===== src/rtl/cprc_alu.sv =====
`default_nettype none

// Shared add/subtract unit; with operands below 2^(WIDTH-1) the top bit of a
// subtraction is the borrow, i.e. a < b
module cprc_alu #(
    parameter int WIDTH = 49
) (
    input  wire logic [WIDTH-1:0] a,
    input  wire logic [WIDTH-1:0] b,
    input  wire logic             sub,
    output logic      [WIDTH-1:0] res
);

    always_comb
    begin
        if (sub)
        begin
            res = a - b;
        end
        else
        begin
            res = a + b;
        end
    end

endmodule

`default_nettype wire


===== config.mk =====
export PLATFORM = sky130hd
export DESIGN_NAME = cprc_alu
export DESIGN_NICKNAME = d
export VERILOG_FILES = /design/src/rtl/cprc_alu.sv
export SDC_FILE = /design/constraint.sdc
export NUM_CORES = 1
export LEC_CHECK = 0
export ABC_CLOCK_PERIOD_IN_PS = 10800
export BUFFER_PORTS_ARGS = -buffer_cell sky130_fd_sc_hd__buf_2
export CAP_MARGIN = 10
export CORE_MARGIN = 1.5
export CORE_UTILIZATION = 39
export DETAILED_ROUTE_END_ITERATION = 16
export PLACE_DENSITY = 0.75
export REMOVE_ABC_BUFFERS = 1
export SETUP_SLACK_MARGIN = 0.5
export SYNTH_ARGS = -nofsm -noshare
export SYNTH_HDL_FRONTEND = slang
export SYNTH_SLANG_ARGS = --single-unit

===== constraint.sdc =====
create_clock -name vclk -period 10.8
set_input_delay 1.62 -clock vclk [all_inputs]
set_output_delay 1.62 -clock vclk [all_outputs]
set_load 0.02 [all_outputs]

* Word level (Yosys, flattened, before mapping) *
Index checks and enable logic that the tools add are counted.

cells by class
  add/subtract/negate cells = 2
  multiply operators = 0
  divide/modulo/power cells = 0
  $lt $le $gt $ge = 0
  equality and inequality tests = 0
  shift-type cells = 0
  multiplexer cells = 1
  bitwise operators = 0
  reduce and logical (&&, ||, !) cells = 0

operator list
  cell            number
  $add 49x49->49  1
  $mux 49         1
  $sub 49x49->49  1

word-level totals
  flip-flop bits (word level) = 0
  bits in latches = 0
  RAM bits = 0
  bits in read-only memories = 0
  input port bits = 99
  output and inout port bits = 49
  memories = 0

* Longest topological paths before layout *
Gate-level depths: netlist of the first run.

  word-level depth = 2
  gate-level depth with buffers = 20

* Worst setup path after synthesis of the first run *
OpenSTA, ideal clock, no wires.

  path type = input-to-output
  start point = input b[10]
  end point = output res[48]
  arrival = 5.978 ns
  path slack = 3.202 ns
  stages = 17
  buffers on the path = 0
  cells stage by stage = or3_1 > or3_1 > nor4_1 > nand2_1 > nor3_1 > a21oi_1 > xnor2_1 > ha_1 > a21o_1 > a21o_1 > a21o_1 > a211oi_1 > nor3_1 > nor3_1 > a21oi_1 > and4_2 > a2111oi_2

on the way
  word-level cells in the longest chain between the ends = 2
  elaborated cells between the ends (all ways) = 3
  those cells by class = add/sub: 2; mux: 1

RTL lines
  element                                                  line    RTL
  start, declared                                          9       input wire logic [WIDTH-1:0] b,
  $add 49x49->49 / $sub 49x49->49 (equally long branches)  22, 18
  $mux 49 (*)                                              16      if (sub)
  end, declared                                            11      output logic [WIDTH-1:0] res

Every way passes the cells marked *; elsewhere a longest branch is shown, timed or not.

* Final worst setup path of the first run *
Same ends and word-level chain as after synthesis.

==> metrics.md, run 1 <==
| Metric | Value |
|---|---|
| Clock buf count | 0 |
| Initial Utilization | roughly two fifths |
| Iteration-0 DRC count of the detailed router | between 200 and 300 |
| I/O Buffers | ~150 |
| Die Y | 102 microns |
| # diodes | 0 |
| Syn Inst Count | 576 |
| Clock network power share | 0% |
| Top cell family by delay on the critical path | simple AND/OR/NAND/NOR gates |
| Critical path cell sequence | buf_2 > or3_1 > or3_1 > nor4_1 > nand2_1 > nor3_1 > a21oi_1 > xnor2_1 > ha_1 > a21o_1 > a21o_1 > a21o_1 > a211oi_1 > nor3_1 > nor3_1 > a21oi_1 > and4_2 > a2111oi_2 > buf_2 |
| Crit end category | primary output |
| Io pins | 148 |
| Final Hold Vio Count | 0 |
| Seq. cell area | 0 sq um |
| Setup tns final | 0 ns |
| Post-Route WL | 12,500 microns |
| Largest net degree at the start of global routing | 49 |
| Remaining antenna violation count after routing | 0 |
| Post-synthesis sequential area ratio | 0% |
| Multi-input logic area | 3640 sq um |
| Flop pwr share | 0% |
| Post-DP HPWL | 10,700 microns |
| Total die area | between 10,000 and 15,000 sq um |
| Antenna violations before repair | 0 |
| # rows | 36 |
| FMAX | ~120 MHz |
| Layout area overhead | 21.2% |
| Ys Warns | 0 |
| DR DRC count | 0 |
| Hold crit path type | in -> out |
| Final Power | 0.000478 W |
| Area contributors post-synth | ha_1 16%, xnor2_1 16%, a21oi_1 9.5% |
| Total gr overflow | 0 |
| Switching Share | 62.0% |
| Status | finished clean |
| CP max stage delay | 0.82 ns |
| Fin. max-slew vios | 0 |
| Gpl congestion | 0.962 |
| WHS | 3.64 ns |
| Vias in the first global route | ~4,300 |
| Routed length per instance | 15.1 microns |
| DRT Pass-1 Iters | 5 |
| Cell Int Power | about 0.00018 W |
| Filler Cell Count | a little over 1,000 |
| Share of the synthesized area in the top cell type | 16.0% |
| Slowest-stage cell, CP | nor3_1 |
| RSZ-0062 raised after global routing | no |
| Combinational share of power | 100.0% |
| Power Dens Cells | 103 nW/um^2 |
| Top-count cell post-synth | a21oi_1 |
| Slew headroom | a little over a third |
| Seq cells | 0 |
| Die Wd | 102 microns |
| Switching pwr | between 0.0002 and 0.0003 W |
| Period minus WS final | ~8.5 ns |
| Post-CTS setup buffer count | 0 |
| Finish-stage setup viols | 0 |
| First-pass GRT wire length | 19,300 microns |
| Largest vdd supply drop | around 0.063 mV |
| Fin nets | 850 |
| Post_cts resized | 0 |
| Arr. time, crit path | a little under 7 ns |
| Synth area leader | ha_1 |
| WP buf/inv | 2 |
| Final core occ | 48.2% |
| Mean Syn Cell Area | 6.66 sq um |
| Core region area | between 9000 and 10,000 sq um |
| Slew @ Worst Pin | approximately 0.95 ns |
| Tcrit/Tclk final | 79.1% |
| CP Data Required Time | 9.18 ns |
| Top post-synthesis cells by count | 73 x a21oi_1, 68 x xnor2_1, 57 x nor2_1 |
| Layout cells sized above 1 | between 20% and 30% |
| All-Layer GR Usage | roughly 22% |
| Synthesized area | 3840 sq um |
| Routed vias/inst | ~5.7 |
| Count of cell types in the netlist | 52 |
| CP Class | in -> out |
| Worst setup SP type | input pin |
| Critical Path Fanout Max | 7 |
| Leak | 2.22 nW |
| Max_cap viols | 0 |
| Post-CTS Hold Fix Bufs | 0 |
| Vias | about 4,700 |
tightest hold or removal path: stages:
cell and delay (ns):
buf_2 0.10, ha_1 0.12, inv_1 0.03, buf_2 0.15
path summary, 6_finish.rpt:
kind | from | endpoint | slack, ns | cells after the start
worst min-delay path | b[0] | res[0] | 3.64 | 4
worst max-delay path | b[10] | res[48] | 2.25 | 19
layout make-up:
| class | count | area share, % |
|---|---|---|
| inverter | 26 | 2.10 |
| multi-input combinational | 525 | 78.4 |
| tap | 133 | 3.58 |
| timing repair buffer | 148 | 15.9 |
metal layers:
layer	up-vias	track usage, %	part of all wire, %
met5	-	0	0
met4	0	5.80	2.8
met3	30	1.92	7.8
met2	227	40.4	48
met1	2119	28.6	42
li1	2364	-	-
cells by family (layout without fill, tap and decap cells):
group,after synthesis,after routing,synth area share (%)
AOI/OAI and AO/OA,192,192,31.8
xor gates and xnor gates,94,94,22.0
adders and majority gates,50,50,16.5
buffers and inverters,51,174,4.99
muxes,1,1,0.261
and+or+nand+nor,188,188,24.5
power by group through the flow:
stage	sequential, W	clock, W	combinational [W]
2_1_floorplan	0	0	0.000330
3_3_place_gp	0	0	0.000466
3_5_place_dp	0	0	0.000473
4_1_cts	0	0	0.000475
5_1_grt	0	0	0.000517
6_report	0	0	0.000478
cell usage in the layout (no fill, tap or decap), drive strengths merged, types with 3 or more instances in the layout:
cell type,Yosys,final
or4,4,4
nor2,57,57
nand4,13,13
o21ai,33,33
a221oi,3,3
inv,26,26
a31oi,10,10
a21o,27,27
o21bai,12,12
a21oi,73,73
nor2b,6,6
or3,6,6
nor4,7,7
xnor2,69,69
nand3,12,12
a41oi,4,4
nor3,21,21
nand2b,3,3
and3,7,7
a2111oi,4,4
a41o,4,4
nand2,40,40
a211oi,6,6
o31ai,4,4
o41ai,3,3
and4,3,3
xor2,25,25
ha,49,49
and2,5,5
buf,1,148
through the flow:
step / std cells / setup slack, ns / instance area (sq um)
after floorplan: 551 / 3.20 / 3740
after global placement: 832 / 2.52 / 4650
after detailed placement: 832 / 2.38 / 4650
after CTS: 832 / 2.39 / 4650
after global routing: 832 / 1.83 / 4650
final: 832 / 2.25 / 4650
(Power assumes the default switching activity.)
==> run 2, diff against run 1 <==
--- a/config.mk
+++ b/config.mk
@@ -5,7 +5,7 @@
 export SDC_FILE = /design/constraint.sdc
 export NUM_CORES = 1
 export LEC_CHECK = 0
-export ABC_CLOCK_PERIOD_IN_PS = 10800
+export ABC_CLOCK_PERIOD_IN_PS = 8600
 export BUFFER_PORTS_ARGS = -buffer_cell sky130_fd_sc_hd__buf_2
 export CAP_MARGIN = 10
 export CORE_MARGIN = 1.5
==> constraint.sdc (replaced) <==
create_clock -name vclk -period 8.6
set_input_delay 1.29 -clock vclk [all_inputs]
set_output_delay 1.29 -clock vclk [all_outputs]
set_load 0.02 [all_outputs]
==> metrics.md, run 2 (synthesis gave the netlist of run 1 again) <==
| Metric | Value |
|---|---|
| Layout cells sized above 1 | 23.1% (was 22.9%) |
| Status | finished clean (unchanged) |
| Fin. max-slew vios | 0 (unchanged) |
| Leak | 2.23 nW (was 2.22 nW) |
| Routed length per instance | 14.9 microns (was 15.1 microns) |
| Most common cell after layout, fill and taps aside | buf_2 (unchanged) |
| DR DRC count | 0 (unchanged) |
| All-Layer GR Usage | 22.5% (was 22.4%) |
| # diodes | 0 (unchanged) |
| Largest net degree at the start of global routing | 34 (was 49) |
| Total gr overflow | 0 (unchanged) |
| Setup tns final | 0 ns (unchanged) |
| Largest vdd supply drop | 0.0786 mV (was 0.0629 mV) |
| Tcrit/Tclk final | 85.0% |
| RSZ-0062 raised after global routing | no (unchanged) |
| Die Y | 102 microns (unchanged) |
| Seq. cell area | 0 sq um (unchanged) |
| Total die area | 10,400 sq um (unchanged) |
| CP Class | in -> out (unchanged) |
| Max_cap viols | 0 (unchanged) |
| First-pass GRT wire length | 19,400 microns (was 19,300 microns) |
| Layout area overhead | 21.6% (was 21.2%) |
| Routed vias/inst | 5.71 (was 5.70) |
| Post-DP HPWL | 10,700 microns (about the same) |
| Vias | 4,764 (was 4,740) |
| Filler Cell Count | 1,044 (was 1,013) |
| WP buf/inv | 3 (was 2) |
| Core region area | 9640 sq um (unchanged) |
| Crit end category | primary output (unchanged) |
| Critical Path Fanout Max | 7 (unchanged) |
| Final WS setup | 1.29 ns (was 2.25 ns) |
| Final Hold Vio Count | 0 (unchanged) |
| Post-CTS Hold Fix Bufs | 0 (unchanged) |
| CP Data Required Time | 7.31 ns (was 9.18 ns) |
| Slew headroom | 47.3% (was 36.1%) |
| Clock buf count | 0 (unchanged) |
| Post-Route WL | 12,500 microns (about the same) |
| Slowest-stage cell, CP | nor4_1 (was nor3_1) |
| Power Dens Cells | 129 nW/um^2 (was 103 nW/um^2) |
| Commonest cells after routing, fill and taps aside | 148 x buf_2, 73 x a21oi_1, 68 x xnor2_1 (unchanged) |
| # rows | 36 (unchanged) |
| Finished Layout Cells | 834 (was 832) |
| Gpl congestion | 0.976 (was 0.962) |
| Finish-stage setup viols | 0 (unchanged) |
| Vias in the first global route | 4,346 (was 4,282) |
| Arr. time, crit path | 6.02 ns (was 6.93 ns) |
| Pre-CTS setup slack | 1.32 ns (was 2.38 ns) |
| Critical path cell sequence | buf_2 > or3_1 > or3_1 > nor4_1 > nand2_1 > nor3_1 > buf_4 > a21oi_1 > xnor2_1 > ha_1 > a21o_1 > a21o_1 > a21o_1 > a211oi_1 > nor3_1 > nor3_1 > a21oi_1 > and4_2 > a2111oi_2 > buf_2 (was buf_2 > or3_1 > or3_1 > nor4_1 > nand2_1 > nor3_1 > a21oi_1 > xnor2_1 > ha_1 > a21o_1 > a21o_1 > a21o_1 > a211oi_1 > nor3_1 > nor3_1 > a21oi_1 > and4_2 > a2111oi_2 > buf_2) |
| Slew @ Worst Pin | 0.771 ns (was 0.951 ns) |
| Hold wc startpoint | b[0] (unchanged) |
| FMAX | 137 MHz |
| Antenna violations before repair | 0 (unchanged) |
| Worst setup SP type | input pin (unchanged) |
| I/O Buffers | 148 (unchanged) |
| Fin nets | 852 (was 850) |
| CP Launch Point | b[10] (unchanged) |
| Top cell family by delay on the critical path | simple AND/OR/NAND/NOR gates (unchanged) |
| Die Wd | 102 microns (unchanged) |
| Period minus WS final | 7.31 ns |
| Remaining antenna violation count after routing | 0 (unchanged) |
| CP max stage delay | 0.58 ns (was 0.82 ns) |
| DRT Pass-1 Iters | 4 (was 5) |
| Post-CTS setup buffer count | 0 (unchanged) |
| Final core occ | 48.4% (was 48.2%) |
| Iteration-0 DRC count of the detailed router | 211 (was 277) |
| Initial Utilization | 39.8% (unchanged) |
| Post_cts resized | 0 (unchanged) |
| Seq cells | 0 (unchanged) |
| Placed insts | 834 (was 832) |
| Hold crit path type | in -> out (unchanged) |
| Io pins | 148 (unchanged) |
-- run 2: where the power goes --
group          total (W)  internal (W)  switching [W]
registers              0             0              0
clock network          0             0              0
logic           0.000600      0.000228       0.000372
total           0.000600      0.000228       0.000372
-- run 2: path summary, 6_finish.rpt --
| path | to | slack, ns | cells past startpoint |
|---|---|---|---|
| worst max-delay path | res[48] | 1.29 | 20 |
| worst min-delay path | res[0] | 2.98 | 4 |
-- run 2: area by class of cell --
type                            count  area, sq um  share of cell area [%]
Inverter                           26         97.6                    2.09
Timing Repair Buffer              150          756                    16.2
Multi-Input combinational cell    525         3640                    78.1
Tap cell                          133          166                    3.57
-- run 2: worst min-delay path, stage by stage --
cell   delay, ns
buf_2       0.10
ha_1        0.12
inv_1       0.03
buf_2       0.15
-- run 2: per-stage QoR --
step	instance area [sq um]	power, W	hold slack (ns)
floorplan	3740	0.000415	2.76
global placement	4660	0.000585	2.97
detailed placement	4660	0.000593	2.98
CTS	4660	0.000595	2.98
global route	4660	0.000649	3.01
finish	4660	0.000600	2.98
-- run 2: layer usage --
metal | vias up | wire length (microns) | part of all wire, % | global-route usage [%]
li1 | 2371 | - | - | -
met1 | 2156 | 5340 | 43 | 28.8
met2 | 209 | 5890 | 47 | 39.6
met3 | 28 | 871 | 7.0 | 2.33
met4 | 0 | 352 | 2.8 | 7.27
met5 | - | 0 | 0 | 0
==> run 3, diff against run 2 <==
--- a/config.mk
+++ b/config.mk
@@ -5,13 +5,13 @@
 export SDC_FILE = /design/constraint.sdc
 export NUM_CORES = 1
 export LEC_CHECK = 0
-export ABC_CLOCK_PERIOD_IN_PS = 8600
+export ABC_CLOCK_PERIOD_IN_PS = 6550
 export BUFFER_PORTS_ARGS = -buffer_cell sky130_fd_sc_hd__buf_2
 export CAP_MARGIN = 10
 export CORE_MARGIN = 1.5
 export CORE_UTILIZATION = 39
 export DETAILED_ROUTE_END_ITERATION = 16
-export PLACE_DENSITY = 0.75
+export PLACE_DENSITY = 0.78
 export REMOVE_ABC_BUFFERS = 1
 export SETUP_SLACK_MARGIN = 0.5
 export SYNTH_ARGS = -nofsm -noshare
==> constraint.sdc (replaced) <==
create_clock -name vclk -period 6.55
set_input_delay 0.9825 -clock vclk [all_inputs]
set_output_delay 0.9825 -clock vclk [all_outputs]
set_load 0.02 [all_outputs]
==> metrics.md, run 3 (synthesis gave the netlist of run 1 again) <==
| Metric | Value |
|---|---|
| Status | finished clean (unchanged) |
| Antenna violations before repair | 0 (unchanged) |
| Total gr overflow | 0 (unchanged) |
| Power Dens Cells | 168 nW/um^2 (was 129 nW/um^2) |
| Die Wd | 102 microns (unchanged) |
| CP Launch Point | b[26] (was b[10]) |
| RSZ-0062 raised after global routing | yes (was no) |
| Commonest cells after routing, fill and taps aside | 144 x buf_2, 67 x xnor2_1, 64 x a21oi_1 (was 148 x buf_2, 73 x a21oi_1, 68 x xnor2_1) |
| Critical path cell sequence | buf_2 > or4_4 > or3_4 > or3_4 > and4bb_4 > and2_4 > buf_4 > a31oi_1 > xnor2_1 > ha_1 > buf_4 > a21o_1 > a21o_1 > a21o_1 > a21oi_2 > o21ai_1 > a41o_1 > a21oi_2 > xnor2_1 > buf_4 (was buf_2 > or3_1 > or3_1 > nor4_1 > nand2_1 > nor3_1 > buf_4 > a21oi_1 > xnor2_1 > ha_1 > a21o_1 > a21o_1 > a21o_1 > a211oi_1 > nor3_1 > nor3_1 > a21oi_1 > and4_2 > a2111oi_2 > buf_2) |
| Leak | 2.43 nW (was 2.23 nW) |
| CP Class | in -> out (unchanged) |
| Finish-stage setup viols | 0 (unchanged) |
| Hold crit path type | in -> out (unchanged) |
| # rows | 36 (unchanged) |
| Clock buf count | 0 (unchanged) |
| Die Y | 102 microns (unchanged) |
| Worst setup SP type | input pin (unchanged) |
| Final WS setup | 0.408 ns (was 1.29 ns) |
| Gpl congestion | 0.965 (was 0.976) |
| Fin. max-slew vios | 0 (unchanged) |
| Routed length per instance | 15.3 microns (was 14.9 microns) |
| Most common cell after layout, fill and taps aside | buf_2 (unchanged) |
| # diodes | 0 (unchanged) |
| Vias | 5,006 (was 4,764) |
| DRT Pass-1 Iters | 5 (was 4) |
| Iteration-0 DRC count of the detailed router | 328 (was 211) |
| Seq. cell area | 0 sq um (unchanged) |
| Largest net degree at the start of global routing | 37 (was 34) |
| Period minus WS final | 6.14 ns |
| Vias in the first global route | 4,411 (was 4,346) |
| Fin nets | 884 (was 852) |
| WHS | 2.36 ns (was 2.98 ns) |
| Slew headroom | 58.3% (was 47.3%) |
| Post-DP HPWL | 10,700 microns (about the same) |
| Slew @ Worst Pin | 0.620 ns (was 0.771 ns) |
| Remaining antenna violation count after routing | 0 (unchanged) |
| Critical Path Fanout Max | 4 (was 7) |
| I/O Buffers | 148 (unchanged) |
| Final core occ | 53.6% (was 48.4%) |
| Initial Utilization | 39.8% (unchanged) |
| Filler Cell Count | 960 (was 1,044) |
| Largest vdd supply drop | 0.122 mV (was 0.0786 mV) |
| Post-Route WL | 13,200 microns (was 12,500 microns) |
| Hold wc startpoint | b[0] (unchanged) |
| FMAX | 163 MHz |
| Pre-CTS setup slack | 0.194 ns (was 1.32 ns) |
| Setup tns final | 0 ns (unchanged) |
| DR DRC count | 0 (unchanged) |
| CP max stage delay | 0.54 ns (was 0.58 ns) |
| Post-DP Area | 4780 sq um (was 4660 sq um) |
| Core region area | 9640 sq um (unchanged) |
| CP Data Required Time | 5.57 ns (was 7.31 ns) |
| Final cell area excluding filler cells | 5170 sq um (was 4660 sq um) |
| Slowest-stage cell, CP | or4_4 (was nor4_1) |
| Total die area | 10,400 sq um (unchanged) |
| Layout cells sized above 1 | 32.9% (was 23.1%) |
| Arr. time, crit path | 5.16 ns (was 6.02 ns) |
| Routed vias/inst | 5.78 (was 5.71) |
| Tcrit/Tclk final | 93.8% |
| Max_cap viols | 0 (unchanged) |
| Seq cells | 0 (unchanged) |
| Crit end category | primary output (unchanged) |
| Final Hold Vio Count | 0 (unchanged) |
| Layout area overhead | 34.7% (was 21.6%) |
| First-pass GRT wire length | 20,100 microns (was 19,400 microns) |
| All-Layer GR Usage | 23.4% (was 22.5%) |
| Io pins | 148 (unchanged) |
-- run 3: cell count changes in the layout (fill, tap and decap cells not counted), moves of 4 or more --
cell,before,now
nor3_1,21,14
buf_2,148,144
ha_2,0,5
buf_4,2,37
a21oi_2,0,9
o21ai_0,33,27
ha_1,49,42
o21ai_1,0,4
nor3_2,0,7
a21oi_1,73,64
-- run 3: routing by layer --
layer / global-route usage [%] / share of wire, % / up-vias
met3: 1.57 / 7.1 / 64
met4: 10.0 / 5.3 / 0
li1: - / - / 2434
met2: 39.7 / 47 / 257
met1: 30.5 / 40 / 2251
met5: 0 / 0 / -
-- run 3: final cells by class --
type               instances  area (sq um)  area share (%)
well taps                133           166            3.22
inverters                 26          97.6            1.89
repair buffers           182          1010            19.5
multi-input cells        525          3890            75.4
-- run 3: path summary, 6_finish.rpt --
path	end	slack (ns)	cells after the start
worst max-delay path	res[45]	0.41	20
worst min-delay path	res[0]	2.36	4
-- run 3: per-stage QoR --
step | instances | power, W
after global routing | 866 | 0.000936
after detailed placement | 850 | 0.000790
after floorplan | 551 | 0.000545
after global placement | 850 | 0.000788
after CTS | 859 | 0.000816
final | 866 | 0.000866
-- run 3: report_power, final --
group | internal [W] | total (W) | switching, W
combinational | 0.000348 | 0.000866 | 0.000518
clock | 0 | 0 | 0
sequential | 0 | 0 | 0
-- run 3: worst max-delay path, delay by kind of cell --
kind	cells	cell delay (ns)
adder cells (fa/ha/maj)	1	0.31
AND/OR/NAND/NOR	5	1.75
buffers and inverters	4	0.54
AO/OA/AOI/OAI	8	1.26
XOR/XNOR	2	0.32
-- run 3: what timing repair did --
action / in CTS / in global routing
pin swaps: 10 / 23
setup buffers: 9 / 7
setup endpoints to repair: 8 / 18
gates cloned: 0 / 0
gates resized for setup: 25 / 41
hold buffers: 0 / 0
